`config.mk`:
```
export PLATFORM = sky130hd
export DESIGN_NAME = fixed_length_frame_receiver
export DESIGN_NICKNAME = d
export VERILOG_FILES = /design/src/rtl/flr_pkg.sv /design/src/rtl/fixed_length_frame_receiver.sv /design/src/rtl/flr_cell.sv
export SDC_FILE = /design/constraint.sdc
export NUM_CORES = 1
export LEC_CHECK = 0
export ABC_AREA = 1
export BUFFER_PORTS_ARGS = -buffer_cell sky130_fd_sc_hd__buf_4
export CAP_MARGIN = 5
export CORE_UTILIZATION = 44
export DETAILED_ROUTE_END_ITERATION = 10
export GPL_ROUTABILITY_DRIVEN = 0
export PLACE_DENSITY = 0.68
export SYNTH_ARGS = -nofsm -noshare
export SYNTH_HDL_FRONTEND = slang
export SYNTH_SLANG_ARGS = --single-unit
```
`constraint.sdc`:
```
create_clock -name clock -period 14.29 [get_ports clock]
set_clock_uncertainty 0.15 [all_clocks]
set_input_delay 0.7145 -clock clock [delete_from_list [all_inputs] [get_ports clock]]
set_output_delay 0.7145 -clock clock [all_outputs]
set_load 0.05 [all_outputs]
```
`src/rtl/flr_pkg.sv`:
```
`default_nettype none

package flr_pkg;

   localparam int BYTE_W = 8;
   localparam logic [BYTE_W-1:0] START_CHAR = 8'h61;
   localparam logic [BYTE_W-1:0] DEVICE_ID_RESET = 8'h2d;

   localparam int CSR_INDEX_W = 1;
   localparam logic [CSR_INDEX_W-1:0] CSR_DEVICE_ID_FIRST = 1'b0;
   localparam logic [CSR_INDEX_W-1:0] CSR_DEVICE_ID_SECOND = 1'b1;

   typedef struct packed {
      logic shift;
      logic load;
   } cell_ctl_type;

endpackage

`default_nettype wire

```
`src/rtl/fixed_length_frame_receiver.sv`:
```
// Output: a matching frame's payload reaches rsp once the last byte sets done_ff and
//   the output row loads; then one payload byte per cycle while rsp_ready is high.
// Throughput: one rx byte per cycle. The last byte of a frame waits while the
//   previous payload still sits in the output cell row.
// Reset: synchronous, active high; clears frame position and output count, and
//   sets both identifier registers to '-'.
`default_nettype none

module fixed_length_frame_receiver #(
   parameter int PAYLOAD_LEN = 9
) (
   input  logic                       clock,
   input  logic                       reset,
   input  logic                       req_valid,
   output logic                       req_ready,
   input  logic [flr_pkg::BYTE_W-1:0] req_rx_byte,
   output logic                       rsp_valid,
   input  logic                       rsp_ready,
   output logic [flr_pkg::BYTE_W-1:0] rsp_payload_char,
   output logic                       rsp_payload_last,
   input  logic                       csr_write_enable,
   input  logic [flr_pkg::CSR_INDEX_W-1:0] csr_index,
   input  logic [flr_pkg::BYTE_W-1:0] csr_write_data
);
   import flr_pkg::*;

   localparam int FRAME_LEN = PAYLOAD_LEN + 3;
   localparam int STORE_LEN = PAYLOAD_LEN + 2;
   localparam int POS_W = $clog2(FRAME_LEN);
   localparam int CNT_W = $clog2(PAYLOAD_LEN + 1);

   logic [BYTE_W-1:0] id_first_ff, id_first_in;
   logic [BYTE_W-1:0] id_second_ff, id_second_in;
   logic [POS_W-1:0]  pos_ff, pos_in;
   logic              done_ff, done_in;
   logic [CNT_W-1:0]  count_ff, count_in;

   logic accept, store, match, load, pop;
   cell_ctl_type cap_ctl, out_ctl;

   logic [BYTE_W-1:0] cap_data [STORE_LEN];
   logic [BYTE_W-1:0] out_data [PAYLOAD_LEN];

   assign req_ready = !(pos_ff == POS_W'(FRAME_LEN - 1) && count_ff != '0);
   assign accept = req_valid && req_ready;
   assign store = accept && req_rx_byte != START_CHAR && pos_ff != '0;

   assign match = cap_data[STORE_LEN-1] == id_first_ff && cap_data[STORE_LEN-2] == id_second_ff;
   assign load = done_ff && match;
   assign pop = rsp_valid && rsp_ready;

   assign rsp_valid = count_ff != '0;
   assign rsp_payload_char = out_data[0];
   assign rsp_payload_last = count_ff == CNT_W'(1);

   always_comb begin
      cap_ctl.shift = store;
      cap_ctl.load = 1'b0;
      out_ctl.shift = pop;
      out_ctl.load = load;
   end

   always_comb begin
      pos_in = pos_ff;
      done_in = 1'b0;
      if (accept) begin
         if (req_rx_byte == START_CHAR) begin
            pos_in = POS_W'(1);
         end else if (pos_ff == '0) begin
            pos_in = '0;
         end else if (pos_ff == POS_W'(FRAME_LEN - 1)) begin
            pos_in = '0;
            done_in = 1'b1;
         end else begin
            pos_in = pos_ff + POS_W'(1);
         end
      end
   end

   always_comb begin
      count_in = count_ff;
      if (load) begin
         count_in = CNT_W'(PAYLOAD_LEN);
      end else if (pop) begin
         count_in = count_ff - CNT_W'(1);
      end
   end

   always_comb begin
      id_first_in = id_first_ff;
      id_second_in = id_second_ff;
      if (csr_write_enable) begin
         unique case (csr_index)
            CSR_DEVICE_ID_FIRST:  id_first_in = csr_write_data;
            CSR_DEVICE_ID_SECOND: id_second_in = csr_write_data;
            default: ;
         endcase
      end
   end

   always_ff @(posedge clock) begin
      if (reset) begin
         id_first_ff <= DEVICE_ID_RESET;
         id_second_ff <= DEVICE_ID_RESET;
         pos_ff <= '0;
         done_ff <= 1'b0;
         count_ff <= '0;
      end else begin
         id_first_ff <= id_first_in;
         id_second_ff <= id_second_in;
         pos_ff <= pos_in;
         done_ff <= done_in;
         count_ff <= count_in;
      end
   end

   // capture row: newest byte in cell 0, first identifier byte ends in the top cell
   for (genvar i = 0; i < STORE_LEN; i++) begin : g_cap
      logic [BYTE_W-1:0] prev;
      if (i == 0) begin : g_head
         assign prev = req_rx_byte;
      end else begin : g_body
         assign prev = cap_data[i-1];
      end
      flr_cell #(.WIDTH(BYTE_W)) u_cell (
         .clock      (clock),
         .ctl        (cap_ctl),
         .shift_data (prev),
         .load_data  ('0),
         .data       (cap_data[i])
      );
   end

   // output row: cell 0 drives rsp, shifts toward it on each transaction
   for (genvar j = 0; j < PAYLOAD_LEN; j++) begin : g_out
      logic [BYTE_W-1:0] next;
      if (j == PAYLOAD_LEN - 1) begin : g_tail
         assign next = '0;
      end else begin : g_body
         assign next = out_data[j+1];
      end
      flr_cell #(.WIDTH(BYTE_W)) u_cell (
         .clock      (clock),
         .ctl        (out_ctl),
         .shift_data (next),
         .load_data  (cap_data[PAYLOAD_LEN-1-j]),
         .data       (out_data[j])
      );
   end

endmodule

`default_nettype wire

```
`src/rtl/flr_cell.sv`:
```
`default_nettype none

module flr_cell #(
   parameter int WIDTH = 8
) (
   input  logic                clock,
   input  flr_pkg::cell_ctl_type ctl,
   input  logic [WIDTH-1:0]    shift_data,
   input  logic [WIDTH-1:0]    load_data,
   output logic [WIDTH-1:0]    data
);
   import flr_pkg::*;

   logic [WIDTH-1:0] data_ff;
   logic [WIDTH-1:0] data_in;

   always_comb begin
      data_in = data_ff;
      if (ctl.load) begin
         data_in = load_data;
      end else if (ctl.shift) begin
         data_in = shift_data;
      end
   end

   always_ff @(posedge clock) begin
      data_ff <= data_in;
   end

   assign data = data_ff;

endmodule

`default_nettype wire

```
==> key figures <==
Floorplan
  • Core area: 16000 µm²
  • Die Wd: 131 µm
  • Die Footprint: 17100 µm²
  • Chip height: 131 µm
  • Io pins: 33
  • Starting Density: 45.5%
  • Num rows: 46

GRT
  • Global Route met3 Usage: 4.52%
  • Vias in the first global route: 4466
  • GRT overflow: 0
  • Initial antenna violation count: 0
  • All-Layer GR Usage: 16.1%
  • GRT busiest layer: met2
  • GRT met1 Usage: 18.6%
  • Largest net degree at the start of global routing: 76
  • GR Util met2: 28.6%
  • First-pass GRT wire length: 20900 µm

Layout
  • Share of cells above drive strength 1: 11.9%
  • Syn-to-layout area delta: 13.1%
  • Final Net Count: 662
  • Fin cells: 865
  • Fill cells: 1383
  • Diodes inserted: 0

Routing
  • ANT nets after route: 0
  • Via count: 4399
  • Wire per inst: 14.4 µm
  • Pre-antenna DRT Iters: 5
  • Post-route DRC: 0
  • Total wire length: 12400 µm
  • DR iter-0 viols: 447
  • Post-DR vias/cell: 5.09

Synthesis
  • Cells after synthesis: 610
  • Yosys warning count: 0
  • Mapped Nets: 636
  • Multiplexer area fraction after synthesis: 0%
  • Largest family of logic cells by synthesized area: simple AND/OR/NAND/NOR gates
  • Syn Area/Cell: 11.9 µm²
  • Cell Area, Synth: 7290 µm²
  • Area share of and/or/nand/nor cells after synthesis: 18.6%
  • Synth cell types: 27
  • Post-synthesis xor/xnor area fraction: 0.601%
  • Synth Area in Compound Gates: 2.49%
  • Adder-cell share of the synthesized area: 0.687%
  • Synth Register Bits: 185
  • Seq/Total Area, Yosys: 72.8%

Critical path
  • WS Path Type: reg2reg
  • Max Fanout on Critical Path: 65
  • Critical path startpoint category: flop
  • Crit path DAT: 3280 ps
  • Critical Path End Type: flop
  • CP Data Required Time: 14200 ps

Clock network
  • Cell at the root of the clock tree: clkbuf_16
  • TritonCTS Sinks: 185
  • CTS tree: yes
  • Post-CTS Setup Inserts: 0
  • TritonCTS buffer count: 17
  • Clk buf depth: 2
  • Resized cells post-CTS: 0
  • CTS H-tree depth: 4
  • Hold-fix buffer count after cts: 0
  • Worst-Skew Late Latency: 420 ps
  • Clock transition at the registers of the reported paths: 60 ps

Power
  • Total chip power: 1.41 mW
  • Clock power share: 30.3%
  • Register share of total power: 53.2%
  • Switching portion of total power: 27.5%
  • Leak Pwr: 3.21 nW
  • P_sw: 390 µW
  • Pint: 1.02 mW
  • Power Dens Cells: 172 nW/µm²
  • Logic pwr share: 16.4%
  • VDD IR max: 0.115 mV

STA
  • Final period util: 23.6%
  • Slew HR: 37.0%
  • Setup TNS: 0 ps
  • Max Slew Vio Count: 0
  • Final-report hold violation count: 0
  • RSZ-0062 raised after global routing: no
  • Least-Margin Pin Slew: 944 ps
  • Fmax: 297 MHz
  • Tmin final: 3370 ps
  • Finish-stage setup viols: 0
  • Hold_ws: 295 ps

Status
  • Status: complete, no violations

Min path
  • Worst hold path class: reg2reg

Place
  • Inst Count DP: 833
  • DP HPWL: 7010 µm
  • PortBufs: 32

Flow run
  • Max-cap violation count: 0
## per-layer routing
layer	vias to the layer above	share of wire, %
met3	13	4.2
met4	0	1.2
met5	-	0
met2	93	51
met1	2113	44
li1	2180	-
## metrics by stage
step | setup slack [ps] | area, µm² | util (%)
final | 10920 | 8240 | 51.5
after global placement | 11010 | 7700 | 48.1
after CTS | 10900 | 8240 | 51.5
after detailed placement | 10910 | 7700 | 48.1
after global routing | 10600 | 8240 | 51.5
after floorplan | 8510 | 7290 | -
## power by group through the flow
| stage | Clock, mW | Combinational, mW | Sequential (mW) |
|---|---|---|---|
| global placement | 0 | 0.222 | 0.760 |
| floorplan | 0 | 0.140 | 0.792 |
| finish | 0.429 | 0.232 | 0.753 |
| CTS | 0.438 | 0.235 | 0.754 |
| global route | 0.460 | 0.260 | 0.763 |
| detailed placement | 0 | 0.234 | 0.765 |
## cell families after synthesis
family | count (synthesis)
AND/OR/NAND/NOR | 305
buffers and inverters | 80
adder cells (fa/ha/maj) | 4
flip-flops | 185
AO/OA/AOI/OAI | 31
XOR/XNOR | 5
## sequential cells by signal, indices dropped and copies added, names as in the netlist
| register | cells |
|---|---|
| count_ff | 4 |
| done_ff | 1 |
| pos_ff | 4 |
| id_second_ff | 8 |
| id_first_ff | 8 |
| g_out.u_cell.data | 72 |
| g_cap.u_cell.data | 88 |
## cell usage after synthesis
| cell | count | area share, % |
|---|---|---|
| a21oi_2 | 1 | 0.12 |
| inv_1 | 47 | 2.4 |
| edfxtp_1 | 160 | 66 |
| dfxtp_1 | 25 | 6.9 |
| clkbuf_1 | 4 | 0.21 |
| xnor2_1 | 1 | 0.12 |
| nor3b_1 | 1 | 0.10 |
| nor3_2 | 1 | 0.14 |
| o211ai_1 | 6 | 0.62 |
| xor2_1 | 4 | 0.48 |
| buf_4 | 5 | 0.52 |
| o21ai_0 | 14 | 0.96 |
| buf_6 | 1 | 0.15 |
| nand2_1 | 190 | 9.8 |
| or2_2 | 2 | 0.17 |
| inv_2 | 2 | 0.10 |
| nand4_1 | 66 | 5.7 |
| a31oi_1 | 1 | 0.086 |
| buf_2 | 21 | 1.4 |
| nor3_1 | 1 | 0.069 |
| nor2_1 | 28 | 1.4 |
| a21boi_2 | 1 | 0.15 |
| a21oi_1 | 8 | 0.55 |
| nor2_2 | 1 | 0.086 |
| nand3_2 | 1 | 0.14 |
| ha_1 | 4 | 0.69 |
| nand3_1 | 14 | 0.96 |
## critical path, cell delays in order (launching register included)
cell,delay [ps]
edfxtp_1,400
nand2_1,90
nand2_1,50
nor2_1,100
nand2_1,90
nor2_4,80
buf_4,590
nand3_2,180
nand2_2,660
buf_4,560
## worst paths after layout
check / startpoint / to / slack, ps / cells after the start
setup reg to reg: g_cap[9].u_cell.data[2] / g_out[1].u_cell.data[0] / 10920 / 9
hold reg to reg: g_cap[0].u_cell.data[7] / g_cap[1].u_cell.data[7] / 300 / 0
hold / removal: g_cap[0].u_cell.data[7] / g_cap[1].u_cell.data[7] / 300 / 0
setup / recovery: g_cap[9].u_cell.data[2] / g_out[1].u_cell.data[0] / 10920 / 9
## placed cells by master (no fill, tap or decap), types with 2 or more instances in the layout
| master | instances |
|---|---|
| xor2_1 | 4 |
| edfxtp_1 | 160 |
| nor2_1 | 26 |
| inv_1 | 47 |
| buf_4 | 38 |
| ha_1 | 4 |
| clkinv_2 | 3 |
| inv_2 | 2 |
| clkinv_4 | 4 |
| clkinvlp_4 | 2 |
| nor2_4 | 3 |
| o21ai_0 | 14 |
| clkbuf_16 | 17 |
| nand4_1 | 66 |
| clkinv_1 | 3 |
| o211ai_1 | 6 |
| a21oi_1 | 8 |
| nand2_1 | 189 |
| or2_2 | 2 |
| nand3_1 | 14 |
| clkbuf_1 | 2 |
| dfxtp_1 | 25 |
## area by class of cell
cell class	instances	area, µm²	share of cell area, %
Sequential cell	185	5310	64.4
Multi-Input combinational cell	345	1660	20.1
Clock buffer	19	433	5.25
Timing Repair Buffer	38	285	3.46
Tap cell	216	270	3.28
Inverter	49	184	2.23
Clock inverter	13	106	1.29
Note: power is estimated with default switching activity, not from simulation.
